$ cat src/hdl/pec_pkg.sv
// Shared types and constants for the prefix expression calculator.
`default_nettype none
package pec_pkg;
  localparam int unsigned StackDepth = 32;
  localparam int unsigned LevelW = $clog2(StackDepth + 1);
  localparam int unsigned AddrW = $clog2(StackDepth);

  typedef enum logic [2:0] {
    ST_OK       = 3'd0,
    ST_UNKNOWN  = 3'd1,
    ST_ILLEGAL  = 3'd2,
    ST_DIVZERO  = 3'd3,
    ST_RANGE    = 3'd4,
    ST_OVERFLOW = 3'd5
  } status_e;

  typedef enum logic [1:0] {
    OP_ADD = 2'd0,
    OP_SUB = 2'd1,
    OP_MUL = 2'd2,
    OP_DIV = 2'd3
  } op_e;

  typedef enum logic [1:0] {
    MODE_IDLE = 2'd0,
    MODE_SIGN = 2'd1,
    MODE_NUM  = 2'd2
  } scan_e;

  typedef enum logic [3:0] {
    S_IDLE,     // ready for a byte
    S_ACT,      // act on a latched byte
    S_OPER,     // push an operator
    S_NUM,      // check and feed a literal
    S_RD,       // issue stack read
    S_RDW,      // stack data back
    S_APPLY,    // combine with top operand
    S_DIV,      // divider iterating
    S_DIVEND,   // sign fix of quotient
    S_EOL,      // finish the line
    S_OUT       // result waiting
  } state_e;

  localparam logic [7:0] ChPlus  = 8'h2B;
  localparam logic [7:0] ChMinus = 8'h2D;
  localparam logic [7:0] ChStar  = 8'h2A;
  localparam logic [7:0] ChSlash = 8'h2F;
  localparam logic [7:0] ChSpace = 8'h20;
  localparam logic [7:0] ChTilde = 8'h7E;
  localparam logic [7:0] ChZero  = 8'h30;
  localparam logic [7:0] ChNine  = 8'h39;
  localparam logic [31:0] MagSat = 32'h8000_0001;
endpackage
`default_nettype wire

$ cat src/hdl/prefix_expression_calculator_top.sv
// Prefix expression calculator: byte scanner, operator stack and iterative evaluator.
// Each stack reduction that a byte triggers runs through the stack read, read-back and apply
// states; a division reduction iterates the divider instead (one quotient bit a cycle).
// One request is worked at a time; s_axis_tready is low while an item is in progress.
// A result sits in the output register until taken. Reset (rst_ni low) clears all line
// state; the operator stack memory is not cleared.
`default_nettype none
module prefix_expression_calculator_top (
  input  wire logic        clk_i,
  input  wire logic        rst_ni,
  input  wire logic        s_axis_tvalid,
  output logic             s_axis_tready,
  input  wire logic [7:0]  s_axis_tdata,   // [7:0] char_code
  input  wire logic        s_axis_tlast,   // end_of_line
  output logic             m_axis_tvalid,
  input  wire logic        m_axis_tready,
  output logic [39:0]      m_axis_tdata    // [2:0] status, [34:3] value, rest zero
);
  import pec_pkg::*;

  state_e state_q, state_d;
  logic [7:0] ch_q;
  logic eol_q;
  scan_e mode_q;
  logic sign_q;
  logic [31:0] acc_q;
  logic lex_q, seen_q, done_q;
  logic [2:0] err_q;
  logic [31:0] fin_q, v_q;
  logic [LevelW-1:0] lvl_q;
  op_e pop_q;            // operator to push
  logic after_q;         // byte still needs idle-mode handling
  logic [34:0] stk [StackDepth];
  logic [34:0] rd_q;
  logic [31:0] rem_q, quo_q, dvs_q;
  logic [5:0] cnt_q;
  logic qneg_q;
  logic [2:0] ost_q;
  logic [31:0] oval_q;

  logic is_dig, is_blank, is_op;
  assign is_dig = (ch_q >= ChZero) && (ch_q <= ChNine);
  assign is_blank = (ch_q <= ChSpace) || ch_q[7];
  assign is_op = (ch_q == ChPlus) || (ch_q == ChMinus) || (ch_q == ChStar) ||
                 (ch_q == ChSlash);

  logic [AddrW-1:0] top_a;
  assign top_a = AddrW'(lvl_q - LevelW'(1));

  assign m_axis_tdata = {5'd0, oval_q, ost_q};

  logic [35:0] mul_w;
  assign mul_w = {4'd0, acc_q} * 36'd10 + {28'd0, ch_q - ChZero};
  logic [32:0] trial;
  assign trial = {rem_q, quo_q[31]} - {1'b0, dvs_q};

  logic [31:0] lim_w;
  assign lim_w = sign_q ? 32'h8000_0000 : 32'h7FFF_FFFF;
  logic num_feed;
  assign num_feed = (err_q == ST_OK) && !done_q && (acc_q <= lim_w);
  // where to go once the current token is finished
  state_e ret_st;
  assign ret_st = after_q ? S_ACT : (eol_q ? S_EOL : S_IDLE);

  always_comb begin
    state_d = state_q;
    case (state_q)
      S_IDLE: if (s_axis_tvalid) state_d = S_ACT;
      S_ACT: begin
        if (eol_q) begin
          if (!lex_q && mode_q == MODE_SIGN) state_d = S_OPER;
          else if (!lex_q && mode_q == MODE_NUM) state_d = S_NUM;
          else state_d = S_EOL;
        end else if (lex_q) state_d = S_IDLE;
        else if (mode_q == MODE_SIGN) state_d = is_dig ? S_IDLE : S_OPER;
        else if (mode_q == MODE_NUM) begin
          if (is_dig) state_d = S_IDLE;
          else if (is_blank || is_op) state_d = S_NUM;
          else state_d = S_IDLE;
        end else if (ch_q == ChStar || ch_q == ChSlash) state_d = S_OPER;
        else state_d = S_IDLE;
      end
      S_OPER:   state_d = ret_st;
      S_NUM:    state_d = num_feed ? S_RD : ret_st;
      S_RD:     state_d = (lvl_q == '0) ? ret_st : S_RDW;
      S_RDW: begin
        if (!rd_q[32]) state_d = ret_st;
        else if (rd_q[34:33] == OP_DIV && v_q == 32'd0) state_d = ret_st;
        else if (rd_q[34:33] == OP_DIV) state_d = S_DIV;
        else state_d = S_APPLY;
      end
      S_APPLY:  state_d = S_RD;
      S_DIV:    if (cnt_q == 6'd1) state_d = S_DIVEND;
      S_DIVEND: state_d = S_RD;
      S_EOL:    state_d = (!lex_q && !seen_q) ? S_IDLE : S_OUT;
      S_OUT:    if (m_axis_tready) state_d = S_IDLE;
      default:  state_d = S_IDLE;
    endcase
  end

  always_comb begin
    s_axis_tready = (state_q == S_IDLE);
    m_axis_tvalid = (state_q == S_OUT);
  end

  always_ff @(posedge clk_i) begin
    if (state_q == S_OPER && err_q == ST_OK && !done_q && lvl_q < LevelW'(StackDepth))
      stk[lvl_q[AddrW-1:0]] <= {pop_q, 1'b0, 32'd0};
    else if (state_q == S_RDW && !rd_q[32])
      stk[top_a] <= {rd_q[34:33], 1'b1, v_q};
    if (state_q == S_RD) rd_q <= stk[top_a];
  end

  always_ff @(posedge clk_i or negedge rst_ni) begin
    if (!rst_ni) begin
      state_q <= S_IDLE;
      mode_q <= MODE_IDLE; sign_q <= 1'b0; acc_q <= '0; lex_q <= 1'b0;
      seen_q <= 1'b0; done_q <= 1'b0; err_q <= ST_OK; fin_q <= '0; lvl_q <= '0;
      ch_q <= '0; eol_q <= 1'b0; v_q <= '0; pop_q <= OP_ADD; after_q <= 1'b0;
      rem_q <= '0; quo_q <= '0; dvs_q <= '0; cnt_q <= '0; qneg_q <= 1'b0;
      ost_q <= '0; oval_q <= '0;
    end else begin
      state_q <= state_d;
      case (state_q)
        S_IDLE: begin
          if (s_axis_tvalid) begin
            ch_q <= s_axis_tdata; eol_q <= s_axis_tlast;
          end
        end
        S_ACT: begin
          after_q <= 1'b0;
          if (eol_q) begin
            if (!lex_q && mode_q == MODE_SIGN) pop_q <= sign_q ? OP_SUB : OP_ADD;
          end else if (lex_q) ;
          else if (mode_q == MODE_SIGN && is_dig) begin
            mode_q <= MODE_NUM; acc_q <= {24'd0, ch_q - ChZero};
          end else if (mode_q == MODE_SIGN) begin
            pop_q <= sign_q ? OP_SUB : OP_ADD; mode_q <= MODE_IDLE; sign_q <= 1'b0;
            after_q <= 1'b1;
          end else if (mode_q == MODE_NUM) begin
            if (is_dig) acc_q <= (mul_w > 36'h0_8000_0000) ? MagSat : mul_w[31:0];
            else if (is_blank) ;
            else if (is_op) after_q <= 1'b1;
            else lex_q <= 1'b1;
          end else begin
            if (is_blank) ;
            else if (is_dig) begin
              mode_q <= MODE_NUM; sign_q <= 1'b0; acc_q <= {24'd0, ch_q - ChZero};
            end else if (ch_q == ChPlus || ch_q == ChMinus) begin
              mode_q <= MODE_SIGN; sign_q <= (ch_q == ChMinus);
            end else if (ch_q == ChStar) pop_q <= OP_MUL;
            else if (ch_q == ChSlash) pop_q <= OP_DIV;
            else lex_q <= 1'b1;
          end
        end
        S_OPER: begin
          seen_q <= 1'b1;
          if (err_q == ST_OK) begin
            if (done_q) err_q <= ST_ILLEGAL;
            else if (lvl_q >= LevelW'(StackDepth)) err_q <= ST_OVERFLOW;
            else lvl_q <= lvl_q + LevelW'(1);
          end
        end
        S_NUM: begin
          seen_q <= 1'b1; acc_q <= '0; sign_q <= 1'b0; mode_q <= MODE_IDLE;
          if (err_q == ST_OK) begin
            if (done_q) err_q <= ST_ILLEGAL;
            else if (acc_q > lim_w) err_q <= ST_RANGE;
            else v_q <= sign_q ? 32'd0 - acc_q : acc_q;
          end
        end
        S_RD: begin
          if (lvl_q == '0) begin
            fin_q <= v_q; done_q <= 1'b1;
          end
        end
        S_RDW: begin
          if (!rd_q[32]) ;
          else if (rd_q[34:33] == OP_DIV && v_q == 32'd0) err_q <= ST_DIVZERO;
          else if (rd_q[34:33] == OP_DIV) begin
            qneg_q <= rd_q[31] ^ v_q[31];
            quo_q <= rd_q[31] ? 32'd0 - rd_q[31:0] : rd_q[31:0];
            dvs_q <= v_q[31] ? 32'd0 - v_q : v_q;
            rem_q <= '0; cnt_q <= 6'd32;
          end
        end
        S_APPLY: begin
          case (rd_q[34:33])
            OP_ADD:  v_q <= rd_q[31:0] + v_q;
            OP_SUB:  v_q <= rd_q[31:0] - v_q;
            default: v_q <= 32'(rd_q[31:0] * v_q);
          endcase
          lvl_q <= lvl_q - LevelW'(1);
        end
        S_DIV: begin
          if (!trial[32]) begin rem_q <= trial[31:0]; quo_q <= {quo_q[30:0], 1'b1}; end
          else begin rem_q <= {rem_q[30:0], quo_q[31]}; quo_q <= {quo_q[30:0], 1'b0}; end
          cnt_q <= cnt_q - 6'd1;
        end
        S_DIVEND: begin
          v_q <= qneg_q ? 32'd0 - quo_q : quo_q;
          lvl_q <= lvl_q - LevelW'(1);
        end
        S_EOL: begin
          if (lex_q || seen_q) begin
            oval_q <= '0;
            if (lex_q) ost_q <= ST_UNKNOWN;
            else if (err_q != ST_OK) ost_q <= err_q;
            else if (!done_q) ost_q <= ST_ILLEGAL;
            else begin ost_q <= ST_OK; oval_q <= fin_q; end
          end
          mode_q <= MODE_IDLE; sign_q <= 1'b0; acc_q <= '0; lex_q <= 1'b0;
          err_q <= ST_OK; seen_q <= 1'b0; done_q <= 1'b0; fin_q <= '0; lvl_q <= '0;
        end
        default: ;
      endcase
    end
  end
endmodule
`default_nettype wire
$ cat config.mk
export PLATFORM = sky130hd
export DESIGN_NAME = prefix_expression_calculator_top
export DESIGN_NICKNAME = d
export VERILOG_FILES = /design/src/hdl/pec_pkg.sv /design/src/hdl/prefix_expression_calculator_top.sv
export SDC_FILE = /design/constraint.sdc
export NUM_CORES = 2
export LEC_CHECK = 0
export ABC_AREA = 1
export BUFFER_PORTS_ARGS = -buffer_cell sky130_fd_sc_hd__buf_4
export CELL_PAD_IN_SITES_DETAIL_PLACEMENT = 0
export CELL_PAD_IN_SITES_GLOBAL_PLACEMENT = 1
export CORE_UTILIZATION = 25
export CTS_CLUSTER_SIZE = 8
export DETAILED_ROUTE_END_ITERATION = 8
export GPL_TIMING_DRIVEN = 0
export PLACE_DENSITY_LB_ADDON = 0.1
export SYNTH_ARGS = -nofsm -noshare
export SYNTH_HDL_FRONTEND = slang
export SYNTH_SLANG_ARGS = --single-unit
$ cat constraint.sdc
create_clock -name clk_i -period 8.3 [get_ports clk_i]
set_clock_uncertainty 0.05 [all_clocks]
set_input_delay 0.415 -clock clk_i [delete_from_list [all_inputs] [get_ports clk_i]]
set_output_delay 0.415 -clock clk_i [all_outputs]
set_load 0.1 [all_outputs]
# Word-level counts from Yosys, hierarchy flattened
# Memory sizes are Yosys's and may differ from the RTL's. A register that Yosys moved wholly into a read port is not among the register bits.
# Cells that the tools add are included.
# Widths: inputs -> output; s select.
word_totals:
  register_bits: 265
  latchBits: 0
  mem_bits_rw: 1120
  rom_bits: 0
  input_bits: 13
  out_inout_bits: 42
  word_cells: 298
  memories: 1
op_classes:
  n_addsub: 12
  multipliers: 2
  div: 0
  n_lt_le_gt_ge: 8
  n_eq_ne: 55
  n_shift: 0
  mux: 140
  n_bitwise: 2
  reduce_logical: 56
mem_list:
  columns: ["name", "depth", "width", "read_ports", "rd_ports_with_merged_regs", "write_ports", "line", "text"]
  rows:
  - ["stk", 32, 35, 1, 1, 1, "prefix_expression_calculator_top.sv:33", "logic [34:0] stk [StackDepth];"]
ops:
  columns: ["cell", "count"]
  rows:
  - ["$mux 32", 28]
  - ["$pmux 32 s2", 5]
  - ["$sub 1x32->32 const A", 4]
  - ["$pmux 32 s3", 1]
  - ["$mux 4", 16]
  - ["$mux 2", 24]
  - ["$pmux 4 s10", 1]
  - ["$mux 1", 39]
  - ["$add 36x8->36", 1]
  - ["$gt 36x32->1 const B", 1]
  - ["$mux 6", 6]
  - ["$mul 32x3->35 const B", 1]
  - ["$mux 35", 1]
  - ["$reduce_or 35->1", 1]
  - ["$sub 33x32->33", 1]
  - ["$add 32x32->32", 1]
  - ["$eq 8x6->1 const B", 4]
  - ["$gt 32x32->1", 1]
  - ["$le 32x32->1", 1]
  - ["$logic_not 32->1", 1]
  - ["$mul 32x32->32", 1]
  - ["$sub 32x32->32", 1]
  - ["$mux 3", 10]
  - ["$ne 2x2->1 const B", 14]
  - ["other kinds (44)", 111]

# Depth between registers and ports, before layout
depth:
  depth_word: 13
  depth_mapped: 34

# Worst setup path after synthesis
# Ideal clock, no wire load.
synth_path:
  kind: "register to register"
  startpoint: "register v_q[5]"
  endpoint: "register v_q[30]"
  arrival_time_ns: 6.831
  t_required_ns: 8.123
  setup_slack_ns: 1.293
  path_stages_with_launch: 32
  path_cell_list: "dfrtp_1 clkbuf_1 clkbuf_1 nand2_1 inv_1 fa_1 fa_1 fa_1 inv_1 fa_1 inv_1 fa_1 inv_1 fa_1 inv_1 fa_1 fa_1 ha_1 nand2_1 nor4_1 nand4_1 nand3_1 nand2_1 nand2_1 a21oi_1 inv_1 a21oi_1 o21bai_1 or2_2 nand3_1 o211ai_1 a21oi_1"
synth_via:
  elab_chain_cells: 3
  word_cells_on_any_way: 5
synth_rtl:
  columns: ["element", "line", "text"]
  rows:
  - ["from (decl)", "prefix_expression_calculator_top.sv:29", "logic [31:0] fin_q, v_q;"]
  - ["from (signal assigned)", "prefix_expression_calculator_top.sv:169", "else v_q <= sign_q ? 32'd0 - acc_q : acc_q;"]
  - ["from (signal assigned)", "prefix_expression_calculator_top.sv:189", "OP_ADD: v_q <= rd_q[31:0] + v_q;"]
  - ["from (signal assigned)", "prefix_expression_calculator_top.sv:190", "OP_SUB: v_q <= rd_q[31:0] - v_q;"]
  - ["$mul 32x32->32 (tied with other cells)", "prefix_expression_calculator_top.sv:191", "default: v_q <= 32'(rd_q[31:0] * v_q);"]
  - ["$pmux 32 s2 (*)", "prefix_expression_calculator_top.sv:188", "case (rd_q[34:33])"]
  - ["$pmux 32 s3 (*)", "prefix_expression_calculator_top.sv:124", "case (state_q)"]
# Every way passes the cells marked *; elsewhere a longest branch is shown, timed or not.
# A chain may end at the register's enable or synchronous reset.

# Worst setup path after layout
layout_path:
  startpoint: "register lvl_q[0]"
  endpoint: "register rd_q[2], read port of stk (data pin)"
layout_via:
  elab_chain_cells: 1
layout_rtl:
  columns: ["element", "line", "text"]
  rows:
  - ["from (decl)", "prefix_expression_calculator_top.sv:30", "logic [LevelW-1:0] lvl_q;"]
  - ["from (signal assigned)", "prefix_expression_calculator_top.sv:161", "else lvl_q <= lvl_q + LevelW'(1);"]
  - ["from (signal assigned)", "prefix_expression_calculator_top.sv:193", "lvl_q <= lvl_q - LevelW'(1);"]
  - ["from (signal assigned)", "prefix_expression_calculator_top.sv:202", "lvl_q <= lvl_q - LevelW'(1);"]
  - ["$sub 6x1->6", null, null]
  - ["to (decl)", "prefix_expression_calculator_top.sv:34", "logic [34:0] rd_q;"]
# Every way passes these cells.

==> metrics.md <==
| Metric | Value |
|---|---|
| Delay-heaviest family, CP | buffers and inverters |
| Pre-CTS setup slack | -2182 ps |
| Max Cap Viol | 1 |
| Grt ovf | 0 |
| Routed WL | 376300 um |
| Achievable Freq | approximately 120 MHz |
| Failing checks | max-capacitance violations, max-slew violations |
| Post-synth top flop | edfxtp_1 |
| Drt via density | just under 5 |
| Cell Area, Synth | 0.08458 sq mm |
| Post-synth cell types | 66 |
| Startpoint types | register |
| Core area | between 0.3 and 0.4 sq mm |
| Worst Path Buf+Inv | 7 |
| Die height | roughly 580 um |
| Sequential fraction of the synthesis area | between 40% and 50% |
| Drt pass-1 iters | 7 |
| Synth warn | 0 |
| Fin crit share | 98.19% |
| RSZ-0062 raised after global routing | no |
| Initial antenna violation count | 17 |
| Slowest CP cell | clkdlybuf4s15_1 |
| DRC viols | 0 |
| CP max FO | 11 |
| Yosys reg bits | 1420 |
| Number of standard cells after synthesis | just under 9000 |
| CTS tree | done |
| Final setup viols | 0 |
| Die area | around 0.34 sq mm |
| Final-report max-slew violation count | 11 |
| Worst-path cell chain | clkinv_1 > clkbuf_1 > clkbuf_1 > clkbuf_1 > ha_1 > clkbuf_1 > clkdlybuf4s15_1 > clkbuf_1 > o21ai_0 > o221ai_1 > a31oi_1 > a32oi_1 |
| Top cell type's share of synthesized area | between 40% and 50% |
| Layout cells sized above 1 | between 6 and 7% |
| Initial Util | 25.13% |
| Largest area contributor in the netlist | edfxtp_1 |
| CTS buffer count | just over 200 |
| Cell repeated most along the worst path | clkbuf_1 |
| Top cells by area, synth | edfxtp_1 (41%), fa_1 (9.8%), dfrtp_1 (7.8%), nand2_1 (6.6%), inv_1 (5.3%) |
| Number of global-route vias before repair | 68400 |
| Clock-pin slew on the worst setup and hold paths | roughly 60 ps |
| CP arrival | around 8600 ps |
| Hold/Removal Path Class | in2async |
| Die Width | roughly 600 um |
| Vias | around 66000 |
| Reg2reg setup slack | 150 ps |
| Clock tree buffer depth | 4 |
| Clock latency on the worst-skew pair | between 800 and 900 ps |
| H-tree depth | 4 |
| GP Congestion | 0.9056 |
| Avg Inst Size Synth | approximately 9.5 sq um |
| Crit Path Class | reg2reg |
| Final hold slack | roughly 150 ps |
| Port Buffers | 49 |
| Status | finished with violations |
| All-Layer GR Usage | a little over a fifth |
| Layout Area Growth over Synthesis | 16.52% |
| Clk root buf | clkbuf_16 |
| Endpoint class of the critical path | register |
| TritonCTS sink count | 1420 |
| Final hold viol count | 0 |
| Slew @ Worst Pin | ~1500 ps |
| CP max stage delay | 1000 ps |
| Largest net degree at the start of global routing | between 100 and 150 |
| Top Ports | 55 |
| Routed Antenna Nets | 0 |
| # rows | roughly 210 |
| Global-route wire length before repair | ~530000 um |
| Avg WL per Cell | 27.30 um |
| Post-synth EDFFs | 1155 |
| Worst slew margin | -0.8955% |
| Worst Path Required | 8740 ps |
| # nets final | between 9000 and 10000 |
| Ys async rst share | between 10% and 20% |
| Tmin final | 8150 ps |
| Starting DRT DRC Count | around 4900 |
| Final worst slack | 150.4 ps |
| Hpwl dp | 290800 um |
path summary, 6_finish.rpt:
check                                 from    endpoint  depth (start not counted)
setup / recovery                  lvl_q[0]     rd_q[2]                         12
hold reg to reg                  fin_q[20]  oval_q[20]                          2
max in group asynchronous           rst_ni    ost_q[2]                          4
hold / removal                      rst_ni   rem_q[26]                          3
setup reg to reg                  lvl_q[0]     rd_q[2]                         12
min in group clk_i         s_axis_tdata[7]     ch_q[7]                          3
final cells by class:
class / count / area (sq um)
inverters: 1221 / 4583
clock buffers: 258 / 5433
fillers: 35410 / 238000
multi-input cells: 5748 / 37370
clock inverters: 4 / 38.79
well taps: 4515 / 5649
diodes: 9 / 22.52
plain buffers: 472 / 2146
flip-flops and latches: 1420 / 41330
repair buffers: 138 / 1991
routing by layer:
metal,part of all wire [%],vias up,GRT usage (%)
li1,-,30590,-
met1,43,33640,27.74
met2,50,1659,38.73
met3,4.0,499,2.362
met4,3.4,0,6.652
met5,0,-,0
cell usage in the layout, fill, tap and decap left out, drive strengths merged, types with 3 or more instances in the layout:
master / count
a211oi: 6
a21o: 6
a21oi: 243
a221oi: 3
a22oi: 13
a31oi: 57
a32oi: 38
a41oi: 7
buf: 190
clkbuf: 663
clkinv: 14
conb: 5
dfrtp: 265
diode: 9
dlygate4sd3: 13
edfxtp: 1155
fa: 412
ha: 298
inv: 1211
nand2: 1504
nand3: 277
nand3b: 16
nand4: 75
nor2: 1070
nor3: 91
nor4: 21
o2111ai: 3
o211ai: 57
o21a: 11
o21ai: 906
o21bai: 13
o221ai: 242
o22ai: 111
o31ai: 36
or2: 13
xnor2: 65
xor2: 126
sequential cells by signal, indices dropped and copies added (netlist names), 32 cells and up:
signal and cells:
stk 1120, quo_q 32, rd_q 35, oval_q 32, v_q 32, fin_q 32
dvs_q 32, acc_q 32, rem_q 32
Yosys cell counts (all sizes together) (2+ instances only):
cell type	n
nand2	1504
inv	1209
edfxtp	1155
nor2	1070
o21ai	906
clkbuf	423
fa	412
ha	298
nand3	277
dfrtp	265
a21oi	243
o221ai	242
xor2	126
o22ai	111
nor3	91
nand4	75
xnor2	65
buf	60
a31oi	57
o211ai	57
a32oi	38
o31ai	36
nor4	21
nand3b	16
a22oi	13
o21bai	13
or2	13
clkinv	12
o21a	11
a41oi	7
a211oi	6
a21o	6
a221oi	3
o2111ai	3
a21boi	2
a31o	2
and2	2
mux2	2
nor3b	2
o311ai	2
o32ai	2
per-stage QoR:
stage                     setup TNS, ps  instance area (sq um)  std cells  utilization (%)
after detailed placement         -20820                  92500      13510            27.48
after CTS                             0                  98400      13780            29.23
final                                 0                  98560      13790            29.28
after floorplan                       0                  84600       8872                -
after global routing                  0                  98540      13780            29.27
after global placement         -1533170                  90620      13440            26.92
cells by family (layout without fill, tap and decap cells):
family	after synthesis	in the layout	synth area share [%]
flops	1420	1420	48.84
buf+inv	1704	2093	7.599
compound gates	1766	1766	12.48
simple gates	3073	3073	14.89
mux	3	3	0.03846
xor+xnor	191	191	1.978
fa+ha+maj	710	710	14.16
other cells	1	14	0.004433
tightest hold or removal path: stages:
cell and delay [ps]:
dlygate4sd3_1 570, buf_8 110, buf_16 330
timing repair:
| item | CTS | global route |
|---|---|---|
| pin swaps | 0 | 2 |
| setup buffers | 5 | 0 |
| endpoints found under the setup margin | 20 | 10 |
| resized for setup | 199 | 75 |
| hold buffers | 13 | 0 |
| endpoints found under the hold margin | 101 | 0 |
Power is not shown: default switching activity piles up to over one toggle a cycle in this logic, so the estimate is an artifact.
